**config.mk**
```make
export PLATFORM = sky130hd
export DESIGN_NAME = i2c_bit_level_master_top_flat
export DESIGN_NICKNAME = d
export VERILOG_FILES = /design/src/rtl/core/i2c_bm_pkg.sv /design/src/rtl/core/i2c_bm_if.sv /design/src/rtl/core/i2c_bm_cfg.sv /design/src/rtl/core/i2c_bm_step.sv /design/src/rtl/core/i2c_bit_level_master_top.sv /design/src/flat_wrapper.sv
export SDC_FILE = /design/constraint.sdc
export NUM_CORES = 1
export LEC_CHECK = 0
export ABC_AREA = 0
export BUFFER_PORTS_ARGS = -buffer_cell sky130_fd_sc_hd__buf_4
export CORE_ASPECT_RATIO = 1.75
export CORE_UTILIZATION = 55
export CTS_CLUSTER_SIZE = 20
export DETAILED_ROUTE_END_ITERATION = 10
export GPL_ROUTABILITY_DRIVEN = 0
export PLACE_DENSITY_LB_ADDON = 0.3
export SETUP_SLACK_MARGIN = 0.4
export SLEW_MARGIN = 25
export SYNTH_ARGS = -nofsm -noshare
export SYNTH_HDL_FRONTEND = slang
export SYNTH_SLANG_ARGS = --single-unit
```
**constraint.sdc**
```tcl
create_clock -name clk_i -period 3.39 [get_ports clk_i]
set_input_delay 0.5085 -clock clk_i [delete_from_list [all_inputs] [get_ports clk_i]]
set_output_delay 0.5085 -clock clk_i [all_outputs]
set_load 0.01 [all_outputs]
```
**src/rtl/core/i2c_bm_pkg.sv**
```systemverilog
`timescale 1ns / 1ps
// ----------------------------------------------------------------------------
// i2c_bm_pkg
// Shared types and constants of the bit-level I2C master.
// ----------------------------------------------------------------------------
package i2c_bm_pkg;

  localparam int unsigned DelayW   = 16;
  localparam int unsigned TimeoutW = 10;
  localparam int unsigned CfgDataW = 16;
  localparam int unsigned CfgIdxW  = 1;

  localparam logic [DelayW-1:0]   PhaseDelayRst = 16'd168;
  localparam logic [TimeoutW-1:0] AckTimeoutRst = 10'd250;

  localparam logic [CfgIdxW-1:0] CfgPhaseDelay = 1'b0;
  localparam logic [CfgIdxW-1:0] CfgAckTimeout = 1'b1;

  typedef enum logic [2:0] {
    OP_NONE  = 3'd0,
    OP_START = 3'd1,
    OP_STOP  = 3'd2,
    OP_WRITE = 3'd3,
    OP_READ  = 3'd4
  } op_e;

  typedef enum logic [4:0] {
    PH_IDLE    = 5'd0,
    PH_ST_A    = 5'd1,
    PH_ST_B    = 5'd2,
    PH_SP_A    = 5'd3,
    PH_SP_B    = 5'd4,
    PH_SP_C    = 5'd5,
    PH_WR_DATA = 5'd6,
    PH_WR_HIGH = 5'd7,
    PH_WR_LOW  = 5'd8,
    PH_AK_REL  = 5'd9,
    PH_AK_HIGH = 5'd10,
    PH_AK_POLL = 5'd11,
    PH_RD_HIGH = 5'd12,
    PH_RD_LOW  = 5'd13,
    PH_RA_SET  = 5'd14,
    PH_RA_HIGH = 5'd15
  } phase_e;

  typedef struct packed {
    logic [2:0] operation;
    logic [7:0] tx_byte;
    logic       send_ack;
    logic       sda_in;
  } item_t;

  typedef struct packed {
    logic       scl_out;
    logic       sda_out;
    logic       busy_res;
    logic       done_res;
    logic [7:0] rx_byte;
    logic       ack_error;
  } res_t;

  typedef struct packed {
    phase_e              phase;
    logic [3:0]          bit_idx;
    logic [7:0]          shift_byte;
    logic [DelayW-1:0]   delay_cnt;
    logic [TimeoutW-1:0] ack_wait_cnt;
    logic                scl_level;
    logic                sda_level;
    logic                err_flag;
    logic [7:0]          rx_hold;
    logic                ack_mode;
  } state_t;

  typedef struct packed {
    logic [DelayW-1:0]   phase_delay;
    logic [TimeoutW-1:0] ack_timeout;
  } cfg_t;

endpackage

```
**src/rtl/core/i2c_bm_if.sv**
```systemverilog
`timescale 1ns / 1ps
// ----------------------------------------------------------------------------
// i2c_bm_if
// Tick and result channels of the bit-level I2C master.
// ----------------------------------------------------------------------------
interface i2c_bm_in_if;
  logic       valid;
  logic       ready;
  logic [2:0] operation;
  logic [7:0] tx_byte;
  logic       send_ack;
  logic       sda_in;

  modport source (output valid, output operation, output tx_byte, output send_ack,
                  output sda_in, input ready);
  modport sink (input valid, input operation, input tx_byte, input send_ack,
                input sda_in, output ready);
endinterface

interface i2c_bm_out_if;
  logic       valid;
  logic       ready;
  logic       scl_out;
  logic       sda_out;
  logic       busy_res;
  logic       done_res;
  logic [7:0] rx_byte;
  logic       ack_error;

  modport source (output valid, output scl_out, output sda_out, output busy_res,
                  output done_res, output rx_byte, output ack_error, input ready);
  modport sink (input valid, input scl_out, input sda_out, input busy_res,
                input done_res, input rx_byte, input ack_error, output ready);
endinterface

```
**src/rtl/core/i2c_bm_cfg.sv**
```systemverilog
`timescale 1ns / 1ps
// ----------------------------------------------------------------------------
// i2c_bm_cfg
// Configuration registers: phase delay and ack timeout.
// ----------------------------------------------------------------------------
module i2c_bm_cfg
  import i2c_bm_pkg::*;
(
  input  logic                clk_i,
  input  logic                rst_ni,
  input  logic                cfg_we_i,
  input  logic [CfgIdxW-1:0]  cfg_idx_i,
  input  logic [CfgDataW-1:0] cfg_wdata_i,
  output cfg_t                cfg_o
);

  cfg_t cfg_q;

  always_ff @(posedge clk_i or negedge rst_ni) begin
    if (!rst_ni) begin
      cfg_q.phase_delay <= PhaseDelayRst;
      cfg_q.ack_timeout <= AckTimeoutRst;
    end else if (cfg_we_i) begin
      case (cfg_idx_i)
        CfgPhaseDelay: cfg_q.phase_delay <= cfg_wdata_i[DelayW-1:0];
        CfgAckTimeout: cfg_q.ack_timeout <= cfg_wdata_i[TimeoutW-1:0];
        default: ;
      endcase
    end
  end

  assign cfg_o = cfg_q;

endmodule

```
**src/rtl/core/i2c_bm_step.sv**
```systemverilog
`timescale 1ns / 1ps
// ----------------------------------------------------------------------------
// i2c_bm_step
// One tick of the pin sequencer: next state and the pin/status word.
// ----------------------------------------------------------------------------
module i2c_bm_step
  import i2c_bm_pkg::*;
(
  input  state_t state_i,
  input  item_t  item_i,
  input  cfg_t   cfg_i,
  output state_t state_o,
  output res_t   res_o
);

  state_t            s;
  logic              done;
  logic [DelayW-1:0] dly;
  logic [3:0]        bit_nx;

  // a zero delay is replaced by a delay value of one
  assign dly    = (cfg_i.phase_delay == '0) ? {{(DelayW-1){1'b0}}, 1'b1} : cfg_i.phase_delay;
  assign bit_nx = state_i.bit_idx + 4'd1;

  always_comb begin
    s    = state_i;
    done = 1'b0;
    if (state_i.phase == PH_IDLE) begin
      case (op_e'(item_i.operation))
        OP_START: begin
          s.sda_level = 1'b1;
          s.scl_level = 1'b1;
          s.phase     = PH_ST_A;
          s.delay_cnt = dly;
        end
        OP_STOP: begin
          s.scl_level = 1'b0;
          s.sda_level = 1'b0;
          s.phase     = PH_SP_A;
          s.delay_cnt = dly;
        end
        OP_WRITE: begin
          s.err_flag     = 1'b0;
          s.ack_wait_cnt = '0;
          s.bit_idx      = '0;
          s.scl_level    = 1'b0;
          s.sda_level    = item_i.tx_byte[7];
          s.shift_byte   = {item_i.tx_byte[6:0], 1'b0};
          s.phase        = PH_WR_DATA;
          s.delay_cnt    = dly;
        end
        OP_READ: begin
          s.ack_mode   = item_i.send_ack;
          s.bit_idx    = '0;
          s.shift_byte = '0;
          s.sda_level  = 1'b1;
          s.scl_level  = 1'b1;
          s.phase      = PH_RD_HIGH;
          s.delay_cnt  = dly;
        end
        default: ;
      endcase
    end else if (state_i.phase != PH_AK_POLL && state_i.delay_cnt > {{(DelayW-1){1'b0}}, 1'b1})
    begin
      s.delay_cnt = state_i.delay_cnt - {{(DelayW-1){1'b0}}, 1'b1};
    end else begin
      case (state_i.phase)
        PH_ST_A: begin
          s.sda_level = 1'b0;
          s.phase     = PH_ST_B;
          s.delay_cnt = dly;
        end
        PH_ST_B: begin
          s.scl_level = 1'b0;
          s.phase     = PH_IDLE;
          done        = 1'b1;
        end
        PH_SP_A: begin
          s.scl_level = 1'b1;
          s.phase     = PH_SP_B;
          s.delay_cnt = dly;
        end
        PH_SP_B: begin
          s.sda_level = 1'b1;
          s.phase     = PH_SP_C;
          s.delay_cnt = dly;
        end
        PH_SP_C: begin
          s.phase = PH_IDLE;
          done    = 1'b1;
        end
        PH_WR_DATA: begin
          s.scl_level = 1'b1;
          s.phase     = PH_WR_HIGH;
          s.delay_cnt = dly;
        end
        PH_WR_HIGH: begin
          s.scl_level = 1'b0;
          s.phase     = PH_WR_LOW;
          s.delay_cnt = dly;
        end
        PH_WR_LOW: begin
          s.bit_idx   = bit_nx;
          s.delay_cnt = dly;
          if (bit_nx < 4'd8) begin
            s.sda_level  = state_i.shift_byte[7];
            s.shift_byte = {state_i.shift_byte[6:0], 1'b0};
            s.phase      = PH_WR_DATA;
          end else begin
            // release SDA for the slave ack
            s.sda_level = 1'b1;
            s.phase     = PH_AK_REL;
          end
        end
        PH_AK_REL: begin
          s.scl_level = 1'b1;
          s.phase     = PH_AK_HIGH;
          s.delay_cnt = dly;
        end
        PH_AK_HIGH, PH_AK_POLL: begin
          if (!item_i.sda_in) begin
            s.scl_level = 1'b0;
            s.phase     = PH_IDLE;
            done        = 1'b1;
          end else if (state_i.ack_wait_cnt >= cfg_i.ack_timeout) begin
            // no ack: flag and drop into a stop sequence
            s.err_flag  = 1'b1;
            s.scl_level = 1'b0;
            s.sda_level = 1'b0;
            s.phase     = PH_SP_A;
            s.delay_cnt = dly;
          end else begin
            s.ack_wait_cnt = state_i.ack_wait_cnt + {{(TimeoutW-1){1'b0}}, 1'b1};
            s.phase        = PH_AK_POLL;
            s.delay_cnt    = '0;
          end
        end
        PH_RD_HIGH: begin
          s.shift_byte = {state_i.shift_byte[6:0], item_i.sda_in};
          s.scl_level  = 1'b0;
          s.phase      = PH_RD_LOW;
          s.delay_cnt  = dly;
        end
        PH_RD_LOW: begin
          s.bit_idx   = bit_nx;
          s.delay_cnt = dly;
          if (bit_nx < 4'd8) begin
            s.scl_level = 1'b1;
            s.phase     = PH_RD_HIGH;
          end else begin
            s.rx_hold   = state_i.shift_byte;
            s.scl_level = 1'b0;
            s.sda_level = !state_i.ack_mode;
            s.phase     = PH_RA_SET;
          end
        end
        PH_RA_SET: begin
          s.scl_level = 1'b1;
          s.phase     = PH_RA_HIGH;
          s.delay_cnt = dly;
        end
        PH_RA_HIGH: begin
          s.scl_level = 1'b0;
          s.phase     = PH_IDLE;
          done        = 1'b1;
        end
        default: begin
          s.phase = PH_IDLE;
        end
      endcase
    end
  end

  assign state_o         = s;
  assign res_o.scl_out   = s.scl_level;
  assign res_o.sda_out   = s.sda_level;
  assign res_o.busy_res  = (s.phase != PH_IDLE);
  assign res_o.done_res  = done;
  assign res_o.rx_byte   = s.rx_hold;
  assign res_o.ack_error = s.err_flag;

endmodule

```
**src/rtl/core/i2c_bit_level_master_top.sv**
```systemverilog
`timescale 1ns / 1ps
// ----------------------------------------------------------------------------
// i2c_bit_level_master_top
// Pin-level I2C master: one word in per clock tick, one pin/status word out.
// ----------------------------------------------------------------------------
// Usage:
//   in_if carries one tick: an optional command (start, stop, write, read),
//   the byte to send, the ack choice for a read and the sampled SDA level.
//   out_if returns, for every tick, the SCL/SDA drive levels, busy, a done
//   pulse, the last read byte and the ack error flag.
//   Commands are taken only while the sequencer is idle; others are dropped.
//   An accepted word is held in the input register, run through the
//   sequencer logic and then registered in the output register.
//   Throughput: one word per cycle while out_if.ready stays high, set by the
//   single step from the input register to the output register; the input
//   register accepts a new word whenever the output register is free or is being emptied.
//   If the receiver stalls, both registers hold and ready drops once full.
//   Reset puts SCL and SDA released, the sequencer idle, status cleared and
//   the configuration at its defaults. Configuration writes take effect at
//   once and are meant for idle periods only.
// ----------------------------------------------------------------------------
module i2c_bit_level_master_top
  import i2c_bm_pkg::*;
(
  input  logic                clk_i,
  input  logic                rst_ni,
  input  logic                cfg_we_i,
  input  logic [CfgIdxW-1:0]  cfg_idx_i,
  input  logic [CfgDataW-1:0] cfg_wdata_i,
  i2c_bm_in_if.sink           in_if,
  i2c_bm_out_if.source        out_if
);

  cfg_t   cfg;
  item_t  in_q;
  logic   in_vld_q;
  state_t st_q, st_d;
  res_t   res_d, out_q;
  logic   out_vld_q;
  logic   step_go;
  logic   in_rdy;

  i2c_bm_cfg u_cfg (
    .clk_i      (clk_i),
    .rst_ni     (rst_ni),
    .cfg_we_i   (cfg_we_i),
    .cfg_idx_i  (cfg_idx_i),
    .cfg_wdata_i(cfg_wdata_i),
    .cfg_o      (cfg)
  );

  i2c_bm_step u_step (
    .state_i(st_q),
    .item_i (in_q),
    .cfg_i  (cfg),
    .state_o(st_d),
    .res_o  (res_d)
  );

  // advance the registered word whenever the output register can take it
  assign step_go = in_vld_q && (!out_vld_q || out_if.ready);
  assign in_rdy  = !in_vld_q || step_go;

  always_ff @(posedge clk_i or negedge rst_ni) begin
    if (!rst_ni) begin
      in_vld_q <= 1'b0;
    end else if (in_rdy) begin
      in_vld_q <= in_if.valid;
    end
  end

  always_ff @(posedge clk_i) begin
    if (in_rdy && in_if.valid) begin
      in_q.operation <= in_if.operation;
      in_q.tx_byte   <= in_if.tx_byte;
      in_q.send_ack  <= in_if.send_ack;
      in_q.sda_in    <= in_if.sda_in;
    end
  end

  always_ff @(posedge clk_i or negedge rst_ni) begin
    if (!rst_ni) begin
      st_q.phase        <= PH_IDLE;
      st_q.bit_idx      <= '0;
      st_q.shift_byte   <= '0;
      st_q.delay_cnt    <= '0;
      st_q.ack_wait_cnt <= '0;
      st_q.scl_level    <= 1'b1;
      st_q.sda_level    <= 1'b1;
      st_q.err_flag     <= 1'b0;
      st_q.rx_hold      <= '0;
      st_q.ack_mode     <= 1'b0;
    end else if (step_go) begin
      st_q <= st_d;
    end
  end

  always_ff @(posedge clk_i or negedge rst_ni) begin
    if (!rst_ni) begin
      out_vld_q <= 1'b0;
    end else if (step_go) begin
      out_vld_q <= 1'b1;
    end else if (out_if.ready) begin
      out_vld_q <= 1'b0;
    end
  end

  always_ff @(posedge clk_i) begin
    if (step_go) begin
      out_q <= res_d;
    end
  end

  assign in_if.ready      = in_rdy;
  assign out_if.valid     = out_vld_q;
  assign out_if.scl_out   = out_q.scl_out;
  assign out_if.sda_out   = out_q.sda_out;
  assign out_if.busy_res  = out_q.busy_res;
  assign out_if.done_res  = out_q.done_res;
  assign out_if.rx_byte   = out_q.rx_byte;
  assign out_if.ack_error = out_q.ack_error;

`ifndef SYNTH
  a_done_not_busy: assert property (@(posedge clk_i) disable iff (!rst_ni)
    out_vld_q && out_q.done_res |-> !out_q.busy_res)
    else $error("done word reports busy");

  a_busy_tracks_phase: assert property (@(posedge clk_i) disable iff (!rst_ni)
    step_go |=> out_q.busy_res == (st_q.phase != PH_IDLE))
    else $error("busy flag out of step with sequencer phase");

  a_ready_when_empty: assert property (@(posedge clk_i) disable iff (!rst_ni)
    !out_vld_q |-> in_rdy)
    else $error("input stalled while output register empty");

  a_step_fills_output: assert property (@(posedge clk_i) disable iff (!rst_ni)
    step_go |=> out_vld_q)
    else $error("stepped word lost");
`endif

endmodule
```
**src/flat_wrapper.sv**
```systemverilog
// flat-port wrapper written by rule: the top's interface ports become plain ports
module i2c_bit_level_master_top_flat import i2c_bm_pkg::*;
  (clk_i, rst_ni, cfg_we_i, cfg_idx_i, cfg_wdata_i, in_if_valid, in_if_operation, in_if_tx_byte, in_if_send_ack, in_if_sda_in, in_if_ready, out_if_valid, out_if_scl_out, out_if_sda_out, out_if_busy_res, out_if_done_res, out_if_rx_byte, out_if_ack_error, out_if_ready);
  i2c_bm_in_if in_if_i ();
  i2c_bm_out_if out_if_i ();
  input  logic clk_i;
  input  logic rst_ni;
  input  logic cfg_we_i;
  input  logic [CfgIdxW-1:0] cfg_idx_i;
  input  logic [CfgDataW-1:0] cfg_wdata_i;
  input wire logic [$bits(in_if_i.valid)-1:0] in_if_valid;
  input wire logic [$bits(in_if_i.operation)-1:0] in_if_operation;
  input wire logic [$bits(in_if_i.tx_byte)-1:0] in_if_tx_byte;
  input wire logic [$bits(in_if_i.send_ack)-1:0] in_if_send_ack;
  input wire logic [$bits(in_if_i.sda_in)-1:0] in_if_sda_in;
  output wire logic [$bits(in_if_i.ready)-1:0] in_if_ready;
  output wire logic [$bits(out_if_i.valid)-1:0] out_if_valid;
  output wire logic [$bits(out_if_i.scl_out)-1:0] out_if_scl_out;
  output wire logic [$bits(out_if_i.sda_out)-1:0] out_if_sda_out;
  output wire logic [$bits(out_if_i.busy_res)-1:0] out_if_busy_res;
  output wire logic [$bits(out_if_i.done_res)-1:0] out_if_done_res;
  output wire logic [$bits(out_if_i.rx_byte)-1:0] out_if_rx_byte;
  output wire logic [$bits(out_if_i.ack_error)-1:0] out_if_ack_error;
  input wire logic [$bits(out_if_i.ready)-1:0] out_if_ready;
  assign in_if_i.valid = in_if_valid;
  assign in_if_i.operation = in_if_operation;
  assign in_if_i.tx_byte = in_if_tx_byte;
  assign in_if_i.send_ack = in_if_send_ack;
  assign in_if_i.sda_in = in_if_sda_in;
  assign in_if_ready = in_if_i.ready;
  assign out_if_valid = out_if_i.valid;
  assign out_if_scl_out = out_if_i.scl_out;
  assign out_if_sda_out = out_if_i.sda_out;
  assign out_if_busy_res = out_if_i.busy_res;
  assign out_if_done_res = out_if_i.done_res;
  assign out_if_rx_byte = out_if_i.rx_byte;
  assign out_if_ack_error = out_if_i.ack_error;
  assign out_if_i.ready = out_if_ready;
  i2c_bit_level_master_top u_core (.clk_i(clk_i), .rst_ni(rst_ni), .cfg_we_i(cfg_we_i), .cfg_idx_i(cfg_idx_i), .cfg_wdata_i(cfg_wdata_i), .in_if(in_if_i), .out_if(out_if_i));
endmodule
```
==> flow_summary.yaml <==
run_status:
  status: "finished, final reports clean"
logic_synthesis:
  synthTopCellsByArea: "dfrtp_1, edfxtp_1, mux2_2"
  syn-num-nets: 640
  synth_top_area_frac: 0.305
  synth_top_family_by_area: "compound AO/OA/AOI/OAI gates"
  async_flop_share: 0.761
  synth_top_area_cell: "dfrtp_1"
  synth_compound_area_frac: 0.181
  synth_edf_count: 26
  synth_seq_area_share: 0.486
  synth_warnings: 0
  synthMuxAreaShare: 0.0923
  synth-seq-cells: 109
  synthAdderAreaFrac: 0.0296
  synth_area_um2: 5910
  ys_types: 69
  postSynthCellCount: 591
  synthFlopType: "dfrtp_1"
  synthSimpleGateAreaFrac: 0.169
  synth_xor_area_frac: 0.00593
  synth_top_cells_by_count: "dfrtp_1, o21ai_0, nand2_1, mux2_2, nor2_1"
  synth.most_common_cell: "dfrtp_1"
  synth.avg_cell_area_um2: 10.0
route:
  top_layer: "met4"
  avgViaCountPerCell: 6.61
  firstDrtPassIters: 5
  drt-initial-drc-count: 611
  antenna_left: 0
  drt-total-wl_um: 15200
  dr_wl_met3_um: 755
  wl_per_cell_um: 19.7
  met2_length_um: 8270
  drc: 0
  wl_met1_um: 5320
  vias: 5074
place:
  dp_hpwl_um: 11000
  numPortBuffers: 49
  placed_cell_area_um2: 6430
timing:
  post-route-min-period_ns: 2.79
  fin_crit_sh: 0.824
  rsz0062_at_grt: "false"
  fin_skew_ns: 0.00651
  tns_ns: 0
  hold_violations: 0
  max-slew-margin-rel: 0.491
  worstMarginPinSlew_ns: 0.752
  setup_violations: 0
  max_freq_mhz: 358
  final_max_slew_viol_count: 0
clocking:
  path_clk_slew_ns: 0.08
  post_cts_buffers: 0
  root_buffer: "clkbuf_16"
  cts_made_buffers: 9
  clk_path_buf_depth: 2
  cts_tree: "built"
  clk_latency_ns: 0.35
  cts_max_level: 3
  cts_sinks: 109
power_and_ir_drop:
  power_density_nw_per_um2: 701
  p_int_mw: 2.84
  peakVddDrop_v: 0.000526
  p_clk_frac: 0.222
  netSwitchingFraction: 0.402
  switching_power_mw: 1.91
  seqPwrFrac: 0.409
  leakagePower_nw: 2.75
  p_comb_frac: 0.369
critical_path:
  worstPathMaxFanout: 14
  crit_chain: "buf_4, nor2b_1, nand2_1, o311a_1, a211o_1, or4_1, a311o_1"
  required_ns: 3.50
  path_delay_family: "simple AND/OR/NAND/NOR gates"
  end_kind: "flop"
  critPathBufInv: 1
  slowest_delay_ns: 0.52
  cp_data_arrival_time_ns: 2.90
  critical_path.startpoint_type: "flop"
  critPathKind: "reg2reg"
  slowest_stage: "dfrtp_1"
cells_and_area:
  final_util: 0.654
  antenna_cells: 0
  final_net_count: 685
  syn_to_final_growth_pct: 14.6
  drive_gt1_frac: 0.240
  postLayoutCellArea_um2: 6770
grt:
  grt_antenna_before_repair: 0
  grt_overflow_total: 0
  grt_start_max_net_pins: 84
  first_global_vias: 5093
  grt_pass1_wl_um: 24700
  grt_usage: 0.289
floorplanning:
  die_area_um2: 11200
  start_util: 0.570
  num_io_pins: 50
  die_x_um: 80.4
  core_um2: 10400
  die_h_um: 139
  rows: 49
flow_run:
  cap_viol_max_count: 0
hold_path:
  worstHoldPathType: "in2async"
==> metal layers <==
layer  up-vias  GRT usage
met5         -          0
met4         0      0.172
met3        68     0.0401
met2       233      0.514
met1      2464      0.316
li1       2309          -
==> path summary, 6_finish.rpt <==
kind / startpoint / end / slack [ns] / depth (start not counted)
setup / recovery: u_core.st_q[52]$_DFFE_PN0P_ / u_core.out_if.sda_out$_DFFE_PP_ / 0.60 / 7
max in group asynchronous: rst_ni / u_core.st_q[53]$_DFFE_PN0P_ / 2.63 / 1
hold reg to reg: u_core.st_q[21]$_DFFE_PN0P_ / u_core.st_q[21]$_DFFE_PN0P_ / 0.51 / 1
hold / removal: rst_ni / u_core.st_q[4]$_DFFE_PN0P_ / 0.19 / 1
min in group clk_i: in_if_send_ack / u_core.in_q[1]$_DFFE_PP_ / 0.33 / 1
setup reg to reg: u_core.st_q[52]$_DFFE_PN0P_ / u_core.out_if.sda_out$_DFFE_PP_ / 0.60 / 7
==> flip-flops by register name, indices dropped and copies added (netlist names) <==
name                     flops
u_core.out_if.sda_out        1
u_core.out_if.ack_error      1
u_core.out_if.done_res       1
u_core.out_if.scl_out        1
u_core.out_if.rx_byte        8
u_core.u_cfg.cfg_o          26
u_core.st_q                 55
u_core.in_q                 13
u_core.out_if.valid          1
u_core.in_vld_q              1
u_core.out_if.busy_res       1
==> power by group through the flow <==
stage / clock (mW) / combinational (mW) / sequential [mW]
CTS: 1.07 / 1.70 / 1.93
global placement: 0 / 1.62 / 1.94
finish: 1.06 / 1.75 / 1.94
floorplan: 0 / 1.26 / 1.82
global route: 1.11 / 1.93 / 1.98
detailed placement: 0 / 1.68 / 1.95
==> stage by stage <==
step	power (mW)	setup WS, ns	instances	hold WS [ns]
finish	4.75	0.595	768	0.187
global route	5.01	0.446	768	0.259
CTS	4.69	0.468	767	0.317
detailed placement	3.64	0.519	751	0.496
global placement	3.56	0.576	751	0.484
floorplan	3.08	0.855	591	0.213
==> area by class of cell <==
type                       instances  area (um^2)
clock buffer                       9          225
clock inverter                     7         76.3
fill                             831         3590
inverter                          20         75.1
multi-input combinational        430         2870
sequential                       109         2870
tap                              127          159
timing repair buffer              66          499
==> layout by cell type (no fill, tap or decap), types with 5 or more instances in the layout <==
master     instances
dfrtp_1           70
buf_4             65
o21ai_0           57
nand2_1           48
mux2_2            44
a21oi_1           30
nor2_1            29
nor3_1            27
edfxtp_1          26
inv_1             19
nand3_1           17
a31oi_1           16
nor4_1            15
nand2b_1          14
ha_1              14
dfstp_2           11
a22oi_1           10
clkbuf_16          9
o211ai_1           6
or3_1              6
nor2b_1            6
o31ai_1            6
o21a_1             5
and3_1             5
mux2i_1            5
==> kinds of logic after synthesis <==
| family | after synthesis |
|---|---|
| fa+ha+maj | 14 |
| buf+inv | 52 |
| compound gates | 169 |
| flops | 109 |
| xor+xnor | 4 |
| simple gates | 194 |
| mux | 49 |
==> worst register-to-register path, cell delays in order, from the launching register on <==
cell,delay [ns]
dfrtp_1,0.52
buf_4,0.25
nor2b_1,0.34
nand2_1,0.10
o311a_1,0.18
a211o_1,0.33
or4_1,0.48
a311o_1,0.35
==> repair_timing <==
item / 4_1_cts / 5_1_grt
resized for setup: 0 / 8
hold buffers: 0 / 0
endpoints found under the hold margin: 0 / 0
setup endpoints to repair: 0 / 22
(Power assumes the default switching activity.)
